`src/sv/scpf_pkg.sv`:
```
// Shared types, packet constants and the sequencer program for the servo command framer.
package scpf_pkg;

    // Request kinds carried on the slave tuser.
    localparam logic [1:0] KIND_POS_WRITE  = 2'd0;
    localparam logic [1:0] KIND_MODE_WRITE = 2'd1;
    localparam logic [1:0] KIND_POS_READ   = 2'd2;
    localparam logic [1:0] KIND_UNDEFINED  = 2'd3;

    // Fixed packet bytes.
    localparam logic [7:0] HDR_BYTE      = 8'hFF;
    localparam logic [7:0] LEN_POS_WRITE = 8'h09;
    localparam logic [7:0] LEN_SHORT     = 8'h04;
    localparam logic [7:0] INS_WRITE     = 8'h03;
    localparam logic [7:0] INS_READ      = 8'h02;
    localparam logic [7:0] ADDR_GOAL     = 8'h2A;
    localparam logic [7:0] ADDR_MODE     = 8'h21;
    localparam logic [7:0] ADDR_PRESENT  = 8'h38;
    localparam logic [7:0] READ_COUNT    = 8'h02;

    localparam int PC_W = 5;

    // Program entry points.
    localparam logic [PC_W-1:0] PC_START = 5'd0;
    localparam logic [PC_W-1:0] PC_POS   = 5'd4;
    localparam logic [PC_W-1:0] PC_MODE  = 5'd14;
    localparam logic [PC_W-1:0] PC_READ  = 5'd19;

    typedef enum logic [3:0] {
        SRC_CONST,
        SRC_ID,
        SRC_POS_LO,
        SRC_POS_HI,
        SRC_TIM_LO,
        SRC_TIM_HI,
        SRC_SPD_LO,
        SRC_SPD_HI,
        SRC_MODE,
        SRC_CHK
    } t_src;

    typedef enum logic [1:0] {
        NX_SEQ,
        NX_KIND,
        NX_END
    } t_nxt;

    typedef struct packed {
        t_src       src;
        logic [7:0] konst;
        logic       sum_en;
        logic       last;
        t_nxt       nxt;
    } t_uword;

    function automatic t_uword uw(t_src src, logic [7:0] konst, logic sum_en,
                                  logic last, t_nxt nxt);
        t_uword w;
        w.src    = src;
        w.konst  = konst;
        w.sum_en = sum_en;
        w.last   = last;
        w.nxt    = nxt;
        return w;
    endfunction

    // Control store: one word per emitted byte.
    function automatic t_uword urom(logic [PC_W-1:0] pc);
        t_uword w;
        unique case (pc)
            5'd0:    w = uw(SRC_CONST,  HDR_BYTE,      1'b0, 1'b0, NX_SEQ);
            5'd1:    w = uw(SRC_CONST,  HDR_BYTE,      1'b0, 1'b0, NX_SEQ);
            5'd2:    w = uw(SRC_ID,     8'h00,         1'b1, 1'b0, NX_KIND);
            // position write body
            5'd4:    w = uw(SRC_CONST,  LEN_POS_WRITE, 1'b1, 1'b0, NX_SEQ);
            5'd5:    w = uw(SRC_CONST,  INS_WRITE,     1'b1, 1'b0, NX_SEQ);
            5'd6:    w = uw(SRC_CONST,  ADDR_GOAL,     1'b1, 1'b0, NX_SEQ);
            5'd7:    w = uw(SRC_POS_LO, 8'h00,         1'b1, 1'b0, NX_SEQ);
            5'd8:    w = uw(SRC_POS_HI, 8'h00,         1'b1, 1'b0, NX_SEQ);
            5'd9:    w = uw(SRC_TIM_LO, 8'h00,         1'b1, 1'b0, NX_SEQ);
            5'd10:   w = uw(SRC_TIM_HI, 8'h00,         1'b1, 1'b0, NX_SEQ);
            5'd11:   w = uw(SRC_SPD_LO, 8'h00,         1'b1, 1'b0, NX_SEQ);
            5'd12:   w = uw(SRC_SPD_HI, 8'h00,         1'b1, 1'b0, NX_SEQ);
            5'd13:   w = uw(SRC_CHK,    8'h00,         1'b0, 1'b1, NX_END);
            // mode write body
            5'd14:   w = uw(SRC_CONST,  LEN_SHORT,     1'b1, 1'b0, NX_SEQ);
            5'd15:   w = uw(SRC_CONST,  INS_WRITE,     1'b1, 1'b0, NX_SEQ);
            5'd16:   w = uw(SRC_CONST,  ADDR_MODE,     1'b1, 1'b0, NX_SEQ);
            5'd17:   w = uw(SRC_MODE,   8'h00,         1'b1, 1'b0, NX_SEQ);
            5'd18:   w = uw(SRC_CHK,    8'h00,         1'b0, 1'b1, NX_END);
            // position read request body
            5'd19:   w = uw(SRC_CONST,  LEN_SHORT,     1'b1, 1'b0, NX_SEQ);
            5'd20:   w = uw(SRC_CONST,  INS_READ,      1'b1, 1'b0, NX_SEQ);
            5'd21:   w = uw(SRC_CONST,  ADDR_PRESENT,  1'b1, 1'b0, NX_SEQ);
            5'd22:   w = uw(SRC_CONST,  READ_COUNT,    1'b1, 1'b0, NX_SEQ);
            5'd23:   w = uw(SRC_CHK,    8'h00,         1'b0, 1'b1, NX_END);
            default: w = uw(SRC_CHK,    8'h00,         1'b0, 1'b1, NX_END);
        endcase
        return w;
    endfunction

endpackage

```
`src/sv/servo_command_packet_framer.sv`:
```
// Servo bus instruction packet framer: one request in, its packet bytes out.
//
// Usage: a request arrives on the slave stream. tuser carries the request kind
// (position write, mode write or position read request) and tdata carries the
// servo id, goal position, move time, move speed and mode byte. Once the
// request is taken, the packet leaves on the master stream one byte per
// transfer, header first, with tlast set on the closing checksum byte.
// A position write gives 13 bytes, the other two kinds give 8 bytes each.
// A request of the undefined fourth kind is taken and produces nothing.
//
// Timing: the request is captured into the payload and sequencer registers,
// then the output register presents one byte per cycle while the receiver
// is ready. The sequencer steps through a 24-word control store, one word
// per byte, and handles one request at a time: the slave side is ready
// again once the checksum byte sits in the output register, and the next
// packet's first byte can only follow once the next request is taken.
// A stalled receiver freezes the step counter and output register.
// Reset (synchronous, active low) empties the output register and stops the
// sequencer; no bytes are lost or repeated across stalls.
module servo_command_packet_framer (
    input  logic        i_clk,
    input  logic        i_rst_n,
    input  logic        s_axis_tvalid,
    output logic        s_axis_tready,
    // [7:0] servo_id, [23:8] goal_position, [34:24] move_time,
    // [50:35] move_speed, [58:51] mode_value, [63:59] zero
    input  logic [63:0] s_axis_tdata,
    // [1:0] kind
    input  logic [1:0]  s_axis_tuser,
    output logic        m_axis_tvalid,
    input  logic        m_axis_tready,
    // [7:0] tx_byte
    output logic [7:0]  m_axis_tdata,
    output logic        m_axis_tlast
);
    import scpf_pkg::*;

    // Request fields.
    logic [7:0]         w_id;
    logic [15:0]        w_pos;
    logic [10:0]        w_tim;
    logic [15:0]        w_spd;
    logic [7:0]         w_mode;
    logic [15:0]        w_tim_enc;
    logic [15:0]        w_spd_enc;
    logic [10:0]        w_tim_neg;
    logic [15:0]        w_spd_neg;

    // Captured payload.
    logic [7:0]         r_id;
    logic [15:0]        r_pos;
    logic [15:0]        r_tim;
    logic [15:0]        r_spd;
    logic [7:0]         r_mode;
    logic [1:0]         r_kind;

    // Sequencer state.
    logic               r_busy;
    logic [PC_W-1:0]    r_pc;
    logic [7:0]         r_sum;
    logic               r_out_valid;
    logic [7:0]         r_out_byte;
    logic               r_out_last;

    logic               w_in_xfer;
    logic               w_step;
    t_uword             w_uw;
    logic [7:0]         w_byte;
    logic [PC_W-1:0]    n_pc;
    logic [PC_W-1:0]    w_entry;

    assign w_id   = s_axis_tdata[7:0];
    assign w_pos  = s_axis_tdata[23:8];
    assign w_tim  = s_axis_tdata[34:24];
    assign w_spd  = s_axis_tdata[50:35];
    assign w_mode = s_axis_tdata[58:51];

    // Sign-magnitude encoding: magnitude with the sign moved to the top flag bit.
    // The most negative value keeps its own pattern, which already equals the flag.
    assign w_tim_neg = (~w_tim) + 11'd1;
    assign w_spd_neg = (~w_spd) + 16'd1;
    assign w_tim_enc = w_tim[10] ? {5'd0, w_tim_neg | 11'h400} : {5'd0, w_tim};
    assign w_spd_enc = w_spd[15] ? (w_spd_neg | 16'h8000) : w_spd;

    assign s_axis_tready = !r_busy;
    assign w_in_xfer     = s_axis_tvalid && s_axis_tready;
    assign w_step        = r_busy && (!r_out_valid || m_axis_tready);

    assign w_uw = urom(r_pc);

    always_comb begin
        unique case (w_uw.src)
            SRC_CONST:  w_byte = w_uw.konst;
            SRC_ID:     w_byte = r_id;
            SRC_POS_LO: w_byte = r_pos[7:0];
            SRC_POS_HI: w_byte = r_pos[15:8];
            SRC_TIM_LO: w_byte = r_tim[7:0];
            SRC_TIM_HI: w_byte = r_tim[15:8];
            SRC_SPD_LO: w_byte = r_spd[7:0];
            SRC_SPD_HI: w_byte = r_spd[15:8];
            SRC_MODE:   w_byte = r_mode;
            SRC_CHK:    w_byte = ~r_sum;
            default:    w_byte = 8'h00;
        endcase
    end

    // Dispatch on the request kind after the id byte.
    always_comb begin
        unique case (r_kind)
            KIND_POS_WRITE:  w_entry = PC_POS;
            KIND_MODE_WRITE: w_entry = PC_MODE;
            KIND_POS_READ:   w_entry = PC_READ;
            default:         w_entry = PC_POS;
        endcase
    end

    always_comb begin
        unique case (w_uw.nxt)
            NX_SEQ:  n_pc = r_pc + 5'd1;
            NX_KIND: n_pc = w_entry;
            NX_END:  n_pc = PC_START;
            default: n_pc = PC_START;
        endcase
    end

    // Payload capture; no reset needed.
    always_ff @(posedge i_clk) begin
        if (w_in_xfer) begin
            r_id   <= w_id;
            r_pos  <= w_pos;
            r_tim  <= w_tim_enc;
            r_spd  <= w_spd_enc;
            r_mode <= w_mode;
            r_kind <= s_axis_tuser;
        end
    end

    // Sequencer and output register.
    always_ff @(posedge i_clk) begin
        if (!i_rst_n) begin
            r_busy      <= 1'b0;
            r_pc        <= PC_START;
            r_sum       <= 8'h00;
            r_out_valid <= 1'b0;
            r_out_byte  <= 8'h00;
            r_out_last  <= 1'b0;
        end else begin
            if (r_out_valid && m_axis_tready && !w_step) begin
                r_out_valid <= 1'b0;
            end
            if (w_in_xfer) begin
                // The undefined kind is dropped without output.
                r_busy <= (s_axis_tuser != KIND_UNDEFINED);
                r_pc   <= PC_START;
                r_sum  <= 8'h00;
            end else if (w_step) begin
                r_out_valid <= 1'b1;
                r_out_byte  <= w_byte;
                r_out_last  <= w_uw.last;
                r_pc        <= n_pc;
                if (w_uw.sum_en) begin
                    r_sum <= r_sum + w_byte;
                end
                if (w_uw.nxt == NX_END) begin
                    r_busy <= 1'b0;
                end
            end
        end
    end

    assign m_axis_tvalid = r_out_valid;
    assign m_axis_tdata  = r_out_byte;
    assign m_axis_tlast  = r_out_last;

endmodule
```
`config.mk`:
```
export PLATFORM = sky130hd
export DESIGN_NAME = servo_command_packet_framer
export DESIGN_NICKNAME = d
export VERILOG_FILES = /design/src/sv/scpf_pkg.sv /design/src/sv/servo_command_packet_framer.sv
export SDC_FILE = /design/constraint.sdc
export NUM_CORES = 1
export LEC_CHECK = 0
export BUFFER_PORTS_ARGS = -buffer_cell sky130_fd_sc_hd__buf_2
export CELL_PAD_IN_SITES_DETAIL_PLACEMENT = 1
export CELL_PAD_IN_SITES_GLOBAL_PLACEMENT = 1
export CORE_ASPECT_RATIO = 1.25
export CORE_MARGIN = 1.5
export CORE_UTILIZATION = 44
export DETAILED_ROUTE_END_ITERATION = 8
export HOLD_SLACK_MARGIN = 0.08
export PLACE_DENSITY_LB_ADDON = 0.1
export SLEW_MARGIN = 20
export SYNTH_ARGS = -nofsm -noshare
export SYNTH_HDL_FRONTEND = slang
export SYNTH_SLANG_ARGS = --single-unit
export TNS_END_PERCENT = 5
```
`constraint.sdc`:
```
create_clock -name i_clk -period 4.3 [get_ports i_clk]
set_input_delay 0.645 -clock i_clk [delete_from_list [all_inputs] [get_ports i_clk]]
set_output_delay 0.645 -clock i_clk [all_outputs]
set_load 0.02 [all_outputs]
```
# Word-level counts from Yosys, hierarchy flattened

Memories as Yosys holds them, arrays and structs flattened. A register that Yosys moved wholly into a read port is not among the register bits.
Index checks and enable logic that the tools add are counted.
W data, S select, Z words.

ROM bits: 512
Memories kept: 1
Bits of input ports: 70
Output and inout port bits: 11
Flip-flop bits (word level): 90

Memories:

| memory           | depth | bits a word | rd ports | clocked after memory_dff | write ports | RTL line       | source |
|---|---|---|---|---|---|---|---|
| (name not given) | 32    | 16          | 1        | 1                        | 0           | scpf_pkg.sv:70 | `unique case (pc)` |

Bitwise operators: 5
Multiplexer cells: 13
Eq/ne operators: 14
Reduce and logical (&&, ||, !) cells: 16
$add $sub $neg: 4

Operators by type and width:

| operator                | number |
|---|---|
| $pmux W8 S10            | 1 |
| $pmux W5 S2             | 2 |
| $eq A4 B3 Y1 const B    | 4 |
| $mux W16                | 1 |
| $add A15 B1 Y15 const B | 1 |
| $not A15 Y15            | 1 |
| $mux W11                | 1 |
| $add A10 B1 Y10 const B | 1 |
| $mux W5                 | 2 |
| $not A10 Y10            | 1 |
| $add A8 B8 Y8           | 1 |
| $eq A4 B2 Y1 const B    | 2 |
| $eq A4 B4 Y1 const B    | 2 |
| $not A8 Y8              | 1 |
| $mux W1                 | 6 |
| $reduce_and A2 Y1       | 3 |
| $add A5 B1 Y5 const B   | 1 |
| $eq A2 B1 Y1 const B    | 2 |
| $eq A2 B2 Y1 const B    | 2 |
| $eq A4 B1 Y1 const B    | 1 |
| $logic_and A1 B1 Y1     | 4 |
| $logic_not A4 Y1        | 1 |
| $reduce_bool A2 Y1      | 2 |
| $logic_not A1 Y1        | 3 |
| other kinds (5)         | 6 |

# Logic depth before layout (Yosys ltp)

Gate-level depths: netlist of run 1.

Word-level depth: 8
Mapped depth: 14

# Worst setup path before layout of run 1

No wires, ideal clock.

Path type: register -> register
Start: reg, netlist name w_uw[15]
End: reg r_sum[7]
Path slack: 1322 ps
Data required time: 4228 ps
Stages on the path, launching flop included: 12
Arrival time: 2907 ps
Clock period less this slack: 2978 ps
Path through: dfxtp_1 clkbuf_1 clkbuf_1 mux4_2 a211o_1 ha_1 a21oi_1 o211ai_1 o41ai_1 or4_1 a21o_1 a21oi_1

Cells in the longest elaborated chain, start to end: 3

RTL lines:

| item                                 | RTL line                           | source |
|---|---|---|
| $eq A4 B4 Y1 (tied with other cells) | servo_command_packet_framer.sv:92  | `unique case (w_uw.src)` |
| $pmux W8 S10 (*)                     | servo_command_packet_framer.sv:92  |  |
| named net w_byte[1]                  | servo_command_packet_framer.sv:68  | `logic [7:0] w_byte;` |
| $add A8 B8 Y8 (*)                    | servo_command_packet_framer.sv:162 | `r_sum <= r_sum + w_byte;` |
| to (signal assigned)                 | servo_command_packet_framer.sv:162 |  |
| to (decl)                            | servo_command_packet_framer.sv:60  | `logic [7:0] r_sum;` |

The timed path passes the listed nets; every way through them passes the cells marked *.
A chain may end at the register's enable or synchronous reset.

# Worst setup path after layout of run 1

Start: reg, netlist name w_uw[12]
End: reg r_sum[7]

Cells in the longest elaborated chain, start to end: 3

RTL lines:

| item                                 | RTL line |
|---|---|
| $eq A4 B4 Y1 (tied with other cells) | servo_command_packet_framer.sv:92 |
| $pmux W8 S10 (*)                     | servo_command_packet_framer.sv:92 |
| named net w_byte[1]                  | servo_command_packet_framer.sv:68 |
| $add A8 B8 Y8 (*)                    | servo_command_packet_framer.sv:162 |

Marks and branches as above.

==> impl.org, run 1 <==
** Logic synthesis
- After technology mapping, the gate count stands at 465.
- After synthesis the cells add up to 5030 um2.
- Counting every net in the synthesized netlist gives 554.
- Post-synth top area share :: 0.3642
- edfxtp_1 takes more of the synthesized area than any other cell.
- In this run the mean area of a mapped cell was 10.82 um2.
- Unique cell type count in the Yosys netlist :: 68
- During synthesis, Yosys emitted a total of 0 warnings.
- Counting flops with a built-in enable in the synthesized netlist gives 61.
- Synth Register Bits :: 99
- For this run, the register share of the synthesized area comes to 0.5154.
- Largest cells by area after synthesis :: edfxtp_1 (36%), dfxtp_1 (15%), ha_1 (4.5%)
- Fraction of registers with async set or reset after synthesis :: 0
- Post-synth top flop :: edfxtp_1

** Worst setup path
- Startpoint types :: register
- Counting both buffers and inverters, the worst setup path holds a total of 1.
- Slowest Stage Delay on Critical Path :: 0.75 ns
- Data arrives at the worst endpoint at 3.81 ns.
- The signal on the critical path passes through inv_1 -> nand2_1 -> o32ai_1 -> a211o_1 -> ha_1 -> a21oi_1 -> o211ai_1 -> o41ai_1 -> o211ai_1 -> a21o_1 -> a21oi_1.
- In this run the number of cells on the critical path is 11.
- Launching point of the worst reg2reg path :: w_uw[12]
- The critical path ends at r_sum[7].
- The setup check on the worst reg-to-reg path leaves a slack of 0.77 ns.
- At the worst endpoint, the required time is 4.58 ns.
- Critical path capture point type :: register
- Family with the most delay on the worst path :: compound AO/OA/AOI/OAI gates
- For the worst flop-to-flop path, the logic depth is 11.
- Worst setup path startpoint :: w_uw[12]
- Capturing point of the worst reg2reg path :: r_sum[7]
- Critical path class :: reg2reg
- Of all nets on the critical path, the largest fanout is 11.
- Critical path's slowest cell :: dfxtp_1

** Place
- HPWL after detailed placement :: 9.378 mm
- RD Place Congestion :: 0.8561
- Standard cell area after detailed placement :: 5532 um2
- IO Port Bufs :: 75

** Drt
- Post-route DRC :: 0
- The first routing iteration left 136 violations.
- Total wirelength of the detailed-routed design :: 12.25 mm
- The first detailed-routing pass took 7 iterations.
- Drt wl/cell :: 18.05 um
- The detail route stage leaves a number of antenna-violating nets equal to 0.
- Post-detailed-route via-to-cell ratio :: 5.594
- The detailed router placed 3798 vias in this run.

** CTS
- The longest clock path from root to sink contains 2 buffers.
- Clock latency at the later pin of the worst-skew pair :: 0.35 ns
- CTS saw 99 sinks.
- Gates resized during post-CTS repair numbered 0.
- H-tree level count :: 3
- TritonCTS clock tree :: done
- In this run the post-CTS setup repair buffer count came out at 0.
- The cell sitting at the root of the clock tree is a clkbuf_16.
- Total CTS buffers :: 9
- Number of buffers inserted by hold repair at cts :: 0
- Clock slew seen by the registers of the worst setup and hold paths :: 0.07 ns

** STA
- Final Hold Vio Count :: 0
- Final critical-path share of the clock period :: 0.8219
- Worst hold margin :: 0.4571 ns
- Max Clock Skew :: 0.008314 ns
- Setup violators final :: 0
- Final Critical Period :: 3.534 ns
- Fmax :: 283.0 MHz
- Setup repair after global routing left no endpoint under its margin.
- Setup_tns :: 0 ns
- Worst Tran Pin Value :: 0.6959 ns
- Fin. max-slew vios :: 0
- Worst relative slew slack :: 0.5354

** Power
- Power, Total :: 2276 uW
- Ratio of total power to cell area :: 390.4 nW/um2
- Worst vdd rail ir drop :: 0.0001636 V
- Leak pwr :: 0.002260 uW

** Global routing
- Vias in the first global route :: 3878
- Met1 usage :: 0.2405
- The first global-routing pass estimated 19.58 mm of wire.
- Entering global routing, the biggest net connects 33 pins.
- Antenna violations before repair :: 0
- Met3 GRT Util :: 0.03929
- Global routing finished with a remaining overflow of 0.
- Most Crowded Layer GR :: met2
- Total global routing track utilization :: 0.2109
- For this run, global-route usage on met2 was measured as 0.3924.

** Floorplanning
- In this run the vertical extent of the chip is 122.5 um.
- Width of the die :: 98.63 um
- The initialized floorplan defines 43 standard-cell rows.
- The initial utilization of the core area, before any placement, comes to 0.4516.
- The region available for standard cell placement spans 11140 um2.
- Top Ports :: 81
- Area of the die :: 12090 um2

** Final layout
- Relative to the synthesized area, the layout overhead comes to 15.92%.
- The library cell used most frequently in the layout, excluding fill and tap cells, is buf_2.
- The library cells used most frequently in the layout, excluding fill and tap cells, are buf_2 (75), edfxtp_1 (61), nand2_1 (44), dfxtp_1 (38), nor2_1 (29).
- Fill cells in the final layout number 1235.
- The number of antenna diodes in the final layout is 0.
- Ratio of cells with drive above 1 in the final layout :: 0.2261
- Final Net Count :: 628
- Area of all placed cells without fillers :: 5831 um2

** Hold path
- Count of cells along the worst hold path :: 2
- Class of the most critical hold timing path :: reg2reg

** Job
- Max-Cap Viols :: 0

** Run status
- Outcome :: complete, no violations
## area by class of cell
cell class	instances	area [um2]	share of cell area
clock buffer	9	225.2	0.03863
clock inverter	7	73.82	0.01266
inverter	30	112.6	0.01931
multi-input combinational	317	2230	0.3824
sequential	99	2592	0.4446
tap	135	168.9	0.02897
timing repair buffer	82	427.9	0.07339
## how the worst min path moves through the flow
stage | start | to | slack (ns)
finish | m_axis_tlast | m_axis_tlast | 0.46
floorplan | r_sum[4] | r_sum[4] | 0.45
detailed placement | m_axis_tlast | m_axis_tlast | 0.45
global route | s_axis_tdata[17] | r_pos[9] | 0.46
CTS | s_axis_tdata[16] | r_pos[8] | 0.46
global placement | m_axis_tlast | m_axis_tlast | 0.44
## worst register-to-register path, stage by stage (launching register included)
cell and delay, ns:
dfxtp_1 0.75, inv_1 0.38, nand2_1 0.20, o32ai_1 0.12, a211o_1 0.36, ha_1 0.29, a21oi_1 0.23, o211ai_1 0.18
o41ai_1 0.44, o211ai_1 0.20, a21o_1 0.21, a21oi_1 0.12
## per-stage QoR
step                  util  setup WS (ns)  cells
CTS                 0.5235         0.7723    679
finish              0.5235         0.7659    679
global route        0.5235         0.5082    679
floorplan                -          1.322    465
global placement    0.4967         0.9753    663
detailed placement  0.4967         0.8328    663
## flip-flops by register name (all words and copies together) (netlist names)
name / flops
m_axis_tdata: 8
m_axis_tlast: 1
m_axis_tvalid: 1
r_busy: 1
r_id: 8
r_kind: 2
r_mode: 8
r_pc: 5
r_pos: 16
r_spd: 16
r_sum: 8
r_tim: 11
w_uw: 14
## power breakdown
group | switching [uW] | total [uW] | internal (uW)
clock network | 357 | 811 | 453
logic | 204 | 344 | 141
registers | 35.0 | 1120 | 1090
total | 596 | 2280 | 1680
## synth_stat cells, types with 4 or more instances
cell       n
dfxtp_1   38
o21ai_0   19
a211oi_1   4
o31ai_1    5
o41ai_1    5
a22oi_1    4
a21oi_1   22
nor2b_1    7
nand2b_1  11
nor3_1     7
or3_1      6
nor2_1    29
ha_1      18
inv_2      5
mux4_2     5
nand2_1   44
xnor2_1   14
nand3_1   18
a31oi_1    6
mux2_2     5
o22ai_1    4
xor2_1    10
clkbuf_1   8
buf_2      7
edfxtp_1  61
inv_1     25
mux2i_1   11
## cells by family (layout without fill, tap and decap cells)
group,count (synthesis),in the layout,share of synthesized area
DFF,99,99,0.5154
buffers and inverters,49,128,0.04129
muxes,23,23,0.06070
adders and majority gates,19,19,0.04876
and+or+nand+nor,141,141,0.1366
AOI/OAI and AO/OA,110,110,0.1555
xor gates and xnor gates,24,24,0.04179
## layer usage
metal / vias up / routed length (um)
li1: 1863 / -
met1: 1843 / 5166
met2: 75 / 6479
met3: 17 / 363
met4: 0 / 245
met5: - / 0
Note: power is estimated with default switching activity, not from simulation.
==> inputs of run 2 (changes only) <==
clock period = 3.59 ns   (was 4.3 ns; I/O delays follow)
==> run 2 against run 1 <==
  * The flow now finishes with violations (design-rule violations)
  * Fmax increased by 8.2%
  * Count of clock-buffer cells in the layout increased by 1
  * Clock skew decreased by 0.0013 ns
  * Core utilization increased by 0.43 points
  * Global-route usage increased by 0.70 points
  * Worst hold slack got worse by 0.096 ns
  * Via count increased by 1.4%
  * Clock power increased by 20%
  * Worst setup slack got worse by 0.44 ns
  * Sequential cell count unchanged
  * Critical path type unchanged
  * Largest cell class unchanged
  * Largest power group unchanged
==> impl.org, run 2 (synthesis results as in run 1) <==
** Floorplanning
- Area of the core :: 11140 um2 (unchanged)
- Floorplan die height :: 122.5 um (unchanged)
- The I/O pin total came to 81 (unchanged).
- The number of cell rows came to 43 (unchanged).
- The effective utilization at floorplan was 0.4516 (unchanged).
- Area of the die :: 12090 um2 (unchanged)
- Width of the die :: 98.63 um (unchanged)

** Power
- Leak pwr :: 0.002288 uW (+1.2%)
- Ratio of total power to cell area :: 465.0 nW/um2 (+19%)
- Power, Total :: 2733 uW (+20%)
- The peak supply drop came to 0.0002150 V (+31%).

** Global routing
- Antenna violations before repair :: 0 (unchanged)
- The remaining global-route overflow is 0 (unchanged).
- The maximum number of pins on one net before global-route repair came to 27 (-18%).
- Total global routing track utilization :: 0.2179 (+0.007026)
- The via count of the first global-routing pass is 4004 (+3.2%).
- Wire length of the first global-routing pass :: 20.24 mm (+3.4%)

** CTS
- Number of gates resized after CTS :: 0 (unchanged)
- The depth of the CTS H-tree was 3 (unchanged).
- The insertion delay of the later-clocked pin in the worst-skew pair came to 0.35 ns (about the same).
- Root buffer cell :: clkbuf_16
- Post-CTS repair timing setup buffer count :: 0 (unchanged)
- Clock slew seen by the registers of the worst setup and hold paths :: 0.07 ns (about the same)
- Number of sinks handled by clock tree synthesis :: 99 (unchanged)
- Number of buffers inserted by hold repair at cts :: 0 (unchanged)
- Total CTS buffers :: 9 (unchanged)
- TritonCTS clock tree :: done
- The maximum clock insertion buffer count was 2 (unchanged).

** Final layout
- The library cell used most frequently in the layout, excluding fill and tap cells, is buf_2.
- Final Net Count :: 634 (+0.96%)
- Compared with the post-synthesis result, the final layout area differs by 16.87%.
- The proportion of layout cells with a drive suffix above 1 is 0.2345 (+0.008443).
- Leading cell types in the layout, fill and taps excluded :: buf_2 (75), edfxtp_1 (61), nand2_1 (44), dfxtp_1 (37), nor2_1 (29)
- The count of inserted antenna diode cells came to 0 (unchanged).

** Worst setup path
- The minimum setup slack among reg-to-reg paths was 0.32 ns (-0.44 ns).
- The data arrival time of the worst path was 3.54 ns (-0.27 ns).
- The maximum fanout encountered on the critical timing path came to 10 (-1).
- The path depth of the worst reg2reg path was 11 (unchanged).
- Launching point of the worst reg2reg path :: w_uw[14]
- The worst setup path is captured at a register.
- The data required time of the critical path came to 3.86 ns (-0.72 ns).
- The setup path with the least slack is of type reg2reg.
- STA classifies the critical path startpoint as a register.
- The worst register-to-register path ends at r_sum[7].

** Run status
- Violations in the final reports :: design-rule violations
- Outcome :: finished, violations left

** Hold path
- Class of the most critical hold timing path :: in2reg
- Hold worst-path end :: r_pos[8]
- In this run the most critical hold path is launched from s_axis_tdata[16].
- Count of cells along the worst hold path :: 1 (-1)

** Drt
- The total vias in the final route came to 3852 (+1.4%).
- First drt pass iteration count :: 6 (-1)
- The via density per instance is 5.623 (+0.53%).
- Post-route DRC :: 4 (+4)
- The total length of routed wires was 12.41 mm (+1.2%).
- Antenna Violating Nets Remaining :: 0 (unchanged)
- The number of design-rule violations left by the first detailed-router iteration came to 146 (+7.4%).
- The average wire per standard cell is 18.11 um (+0.36%).

** STA
- Worst relative slew slack :: 0.5899 (+0.05448)
- The highest clock frequency the design can meet was 306.2 MHz (+8.2%).
- The post-route clock period utilization was 0.9096 (+0.08768).
- The final hold violation count is 0 (unchanged).
- RSZ-0062 raised after global routing :: no
- Worst Tran Pin Value :: 0.5997 ns (-0.09627 ns)
- Setup violators final :: 0 (unchanged)
- The final-layout setup total negative slack is 0 ns (unchanged).
- Final Critical Period :: 3.265 ns (-0.2688 ns)
- The max-slew violation count is 0 (unchanged).
- Max Clock Skew :: 0.007045 ns (-0.001270 ns)

** Place
- HPWL after detailed placement :: 9.685 mm (+3.3%)
- The weighted congestion at the end of routability-driven global placement is 0.8162 (-4.7%).
- IO Port Bufs :: 75 (unchanged)

** Job
- The max-cap violation count is 0 (unchanged).
==> run 2: worst max-delay path by stage <==
stage | startpoint | to | slack, ns | cells after the start
finish | w_uw[14] | r_sum[7] | 0.32 | 11
global route | w_uw[14] | r_sum[7] | 0.13 | 11
CTS | w_uw[12] | r_sum[7] | 0.13 | 9
detailed placement | w_uw[12] | r_sum[7] | 0.21 | 9
global placement | w_uw[12] | r_sum[7] | 0.27 | 10
floorplan | w_uw[15] | r_sum[7] | 0.61 | 11
==> run 2: cell type report <==
cell class,instances,area [um2]
Multi-Input combinational cell,317,2230
Timing Repair Buffer,88,473.0
Inverter,30,112.6
Clock inverter,6,71.32
Fill cell,1251,5259
Sequential cell,99,2594
Tap cell,135,168.9
Clock buffer,10,229.0
==> run 2: where the power goes <==
group | internal, uW | switching (uW)
clock network | 548 | 426
registers | 1300 | 39.9
logic | 175 | 244
total | 2020 | 710
==> run 2: critical path, stage by stage (launching register included) <==
cell	delay, ns
dfxtp_1	0.62
nor2b_1	0.29
a22oi_1	0.15
o22a_1	0.21
o21ai_0	0.37
ha_1	0.37
nand3_1	0.10
o211ai_1	0.13
o41ai_1	0.40
o211ai_1	0.21
a21o_1	0.21
a21oi_1	0.13
==> run 2: per-stage QoR <==
| step | setup WS [ns] | std cells | hold slack (ns) | instance area (um2) | utilization |
|---|---|---|---|---|---|
| finish | 0.3247 | 685 | 0.3609 | 5878 | 0.5278 |
| global route | 0.1318 | 685 | 0.3510 | 5878 | 0.5278 |
| CTS | 0.1310 | 685 | 0.3500 | 5877 | 0.5277 |
| detailed placement | 0.2111 | 669 | 0.4522 | 5577 | 0.5007 |
| global placement | 0.2705 | 669 | 0.4424 | 5577 | 0.5007 |
| floorplan | 0.6119 | 465 | 0.4488 | 5030 | - |
==> run 2: routing by layer <==
metal / vias up / track usage / routed length [um]
met3: 22 / 0.04043 / 411
met1: 1869 / 0.2458 / 5102
met5: - / 0 / 0
met4: 0 / 0.09554 / 375
met2: 85 / 0.4019 / 6519
li1: 1876 / - / -
==> inputs of run 3 (changes only) <==
CELL_PAD_IN_SITES_DETAIL_PLACEMENT = 2   (was 1)
CELL_PAD_IN_SITES_GLOBAL_PLACEMENT = 2   (was 1)
CORE_UTILIZATION = 37   (was 44)
==> run 3 against run 2 <==
  * Sequential power hardly changed
  * The flow now finishes without violations
  * Count of clock-buffer cells in the layout stayed put
  * Worst setup slack worse by 0.017 ns
==> impl.org, run 3 (synthesis results as in run 1) <==
** Run status
- The flow ran to the end, and the final reports show no timing, DRC or antenna violations.

** Drt
- Total wirelength of the detailed-routed design :: 14.09 mm (+14%)
- The number of detailed-route iterations in the first pass came to 4 (-2).
- Via count of the routed design :: 3917 (+1.7%)
- Highest signal layer in the routed design :: met4
- Met2 Wirelength :: 7.527 mm (+15%)
- Starting DRC count in detailed routing :: 147 (+0.68%)
- Met1 layer wirelength in the final routing :: 5.847 mm (+15%)
- The via density per instance was 5.425 (-3.5%).
- The residual antenna-violating net count after detailed routing was 0 (unchanged).
- Routed wl met3 :: 399 um (-2.9%)
- The DRC violations left is 0 (-4).
- Drt wl/cell :: 19.51 um (+7.7%)

** Final layout
- Leading cell types in the layout, fill and taps excluded :: buf_2 (75), edfxtp_1 (61), nand2_1 (44), dfxtp_1 (38), nor2_1 (29)
- The fill cell instance count of the final layout came to 1435 (+15%).
- Ratio of cells with drive above 1 in the final layout :: 0.2341 (-0.0004257)
- Commonest non-fill, non-tap cell in the layout :: buf_2
- The final non-filler cell total was 722 (+5.4%).
- The area growth from synthesis to layout is 17.71%.
- Final Net Count :: 635 (+0.16%)
- Number of antenna repair diodes :: 0 (unchanged)

** Worst setup path
- Most frequent cell on the critical path :: o211ai_1
- The critical path is of the reg2reg type.
- STA classifies the critical path startpoint as a register.
- Critical path's slowest cell :: dfxtp_1
- Required time at the endpoint of the critical path :: 3.86 ns (about the same)
- The biggest cell delay along the critical path was 0.57 ns (-0.05 ns).
- Worst setup path startpoint :: w_uw[15]
- Maximum fanout along the worst path :: 11 (+1)
- Critical path buffer and inverter count :: 1 (+1)
- The data arrival time of the worst path was 3.55 ns (about the same).
- The cell family contributing the most delay on the critical path is compound AO/OA/AOI/OAI gates.
- Crit-path cells :: buf_4 -> mux2i_1 -> a22oi_1 -> o22a_1 -> o21ai_0 -> ha_1 -> nand3_1 -> o211ai_1 -> o41ai_1 -> o211ai_1 -> a21o_1 -> a21oi_1
- Critical path capture point type :: register
- The worst register-to-register path begins at w_uw[15].

** CTS
- Number of sinks handled by clock tree synthesis :: 99 (unchanged)
- The cell sitting at the root of the clock tree is a clkbuf_16.
- Clock latency at the later pin of the worst-skew pair :: 0.34 ns (about the same)
- The number of buffers added by the clock tree synthesis step was 9 (unchanged).
- The number of buffers inserted to repair setup after CTS came to 0 (unchanged).
- Number of gates resized after CTS :: 0 (unchanged)
- H-tree level count :: 3 (unchanged)
- Buffer depth of the longest clock path :: 2 (unchanged)
- Number of buffers inserted by hold repair at cts :: 0 (unchanged)
- Clock slew seen by the registers of the worst setup and hold paths :: 0.07 ns (about the same)
- TritonCTS built the clock tree.

** Power
- The static leakage power came to 0.002281 uW (-0.30%).
- The peak supply drop is 0.0002107 V (-2.0%).
- The power density relative to cell area is 455.1 nW/um2 (-2.1%).
- Power, Total :: 2695 uW (-1.4%)

** Global routing
- Total global routing track utilization :: 0.2092 (-0.008651)
- The remaining global-route overflow is 0 (unchanged).
- Antenna violations before repair :: 0 (unchanged)
- The maximum number of pins on one net before global-route repair is 25 (-7.4%).
- Wire length of the first global-routing pass :: 22.83 mm (+13%)
- The via count of the first global-routing pass was 4354 (+8.7%).

** STA
- The max-slew violation count came to 0 (unchanged).
- Final Hold Vio Count :: 0 (unchanged)
- The slew at the pin closest to its max-slew limit is 0.6313 ns (+0.03158 ns).
- Max Clock Skew :: 0.007220 ns (+0.0001756 ns)
- The worst hold slack across all endpoints was 0.3644 ns (+0.003529 ns).
- Fmax :: 304.6 MHz (-0.53%)
- Final Critical Period :: 3.283 ns (+0.01726 ns)
- RSZ-0062 raised after global routing :: no
- Setup_tns :: 0 ns (unchanged)
- Final critical-path share of the clock period :: 0.9144 (+0.004806)
- Setup violators final :: 0 (unchanged)
- The relative slew slack was 0.5683 (-0.02160).

** Floorplanning
- Top Ports :: 81 (unchanged)
- The placeable core region was 13230 um2 (+19%).
- # rows :: 47 (+9.3%)
- The width of the chip is 107.3 um (+8.8%).
- Starting density of the core :: 0.3801 (-0.07149)
- Area of the die :: 14310 um2 (+18%)
- The die height is 133.4 um (+8.8%).

** Hold path
- The min-delay analysis places its worst path in the category in2reg.
- The worst hold path begins at s_axis_tdata[17].

** Job
- Max-Cap Viols :: 0 (unchanged)

** Place
- The total placed cells including tap cells was 706 (+5.5%).
- HPWL after detailed placement :: 11.06 mm (+14%)
- RD Place Congestion :: 0.8414 (+3.1%)
- The number of buffers inserted by port buffering is 75 (unchanged).
-- run 3: cell types whose count changed in the layout (fill, tap and decap cells not counted), sizes merged --
cell    previous run  this run
clkinv             0         3
inv               33        31
bufinv             1         0
buf               88        89
-- run 3: layer usage --
layer	vias to the layer above	GRT usage
met5	-	0
met4	0	0.07185
met3	14	0.03914
met2	75	0.3868
met1	1952	0.2376
li1	1876	-
-- run 3: final cells by class --
type | count | area [um2] | area share
Tap cell | 171 | 214.0 | 0.03614
Clock inverter | 6 | 50.05 | 0.008453
Sequential cell | 99 | 2592 | 0.4379
Multi-Input combinational cell | 317 | 2230 | 0.3766
Inverter | 30 | 112.6 | 0.01902
Clock buffer | 10 | 229.0 | 0.03867
Timing Repair Buffer | 89 | 493.0 | 0.08326
-- run 3: stage by stage --
stage          setup WS, ns  utilization  instance area [um2]
6_report             0.3074       0.4475                 5921
5_1_grt             0.02776       0.4475                 5921
4_1_cts              0.3018       0.4475                 5921
3_5_place_dp         0.3777       0.4264                 5642
3_3_place_gp         0.4422       0.4264                 5642
2_1_floorplan        0.6119            -                 5030
-- run 3: final timing paths --
check	slack [ns]	cells after the start	end
hold reg to reg	0.47	2	m_axis_tlast
setup reg to reg	0.31	12	r_sum[7]
hold / removal	0.36	1	r_pos[9]
setup / recovery	0.31	12	r_sum[7]
-- run 3: worst reg2reg max path: stages, from the launching register on --
cell and delay [ns]:
dfxtp_1 0.57, buf_4 0.28, mux2i_1 0.24, a22oi_1 0.11
o22a_1 0.21, o21ai_0 0.34, ha_1 0.34, nand3_1 0.08
o211ai_1 0.14, o41ai_1 0.39, o211ai_1 0.19, a21o_1 0.20
a21oi_1 0.12
-- run 3: where the power goes --
| group | switching [uW] | internal (uW) | total (uW) |
|---|---|---|---|
| registers | 36.7 | 1300 | 1340 |
| logic | 262 | 185 | 447 |
| clock network | 434 | 477 | 910 |
| total | 733 | 1960 | 2690 |
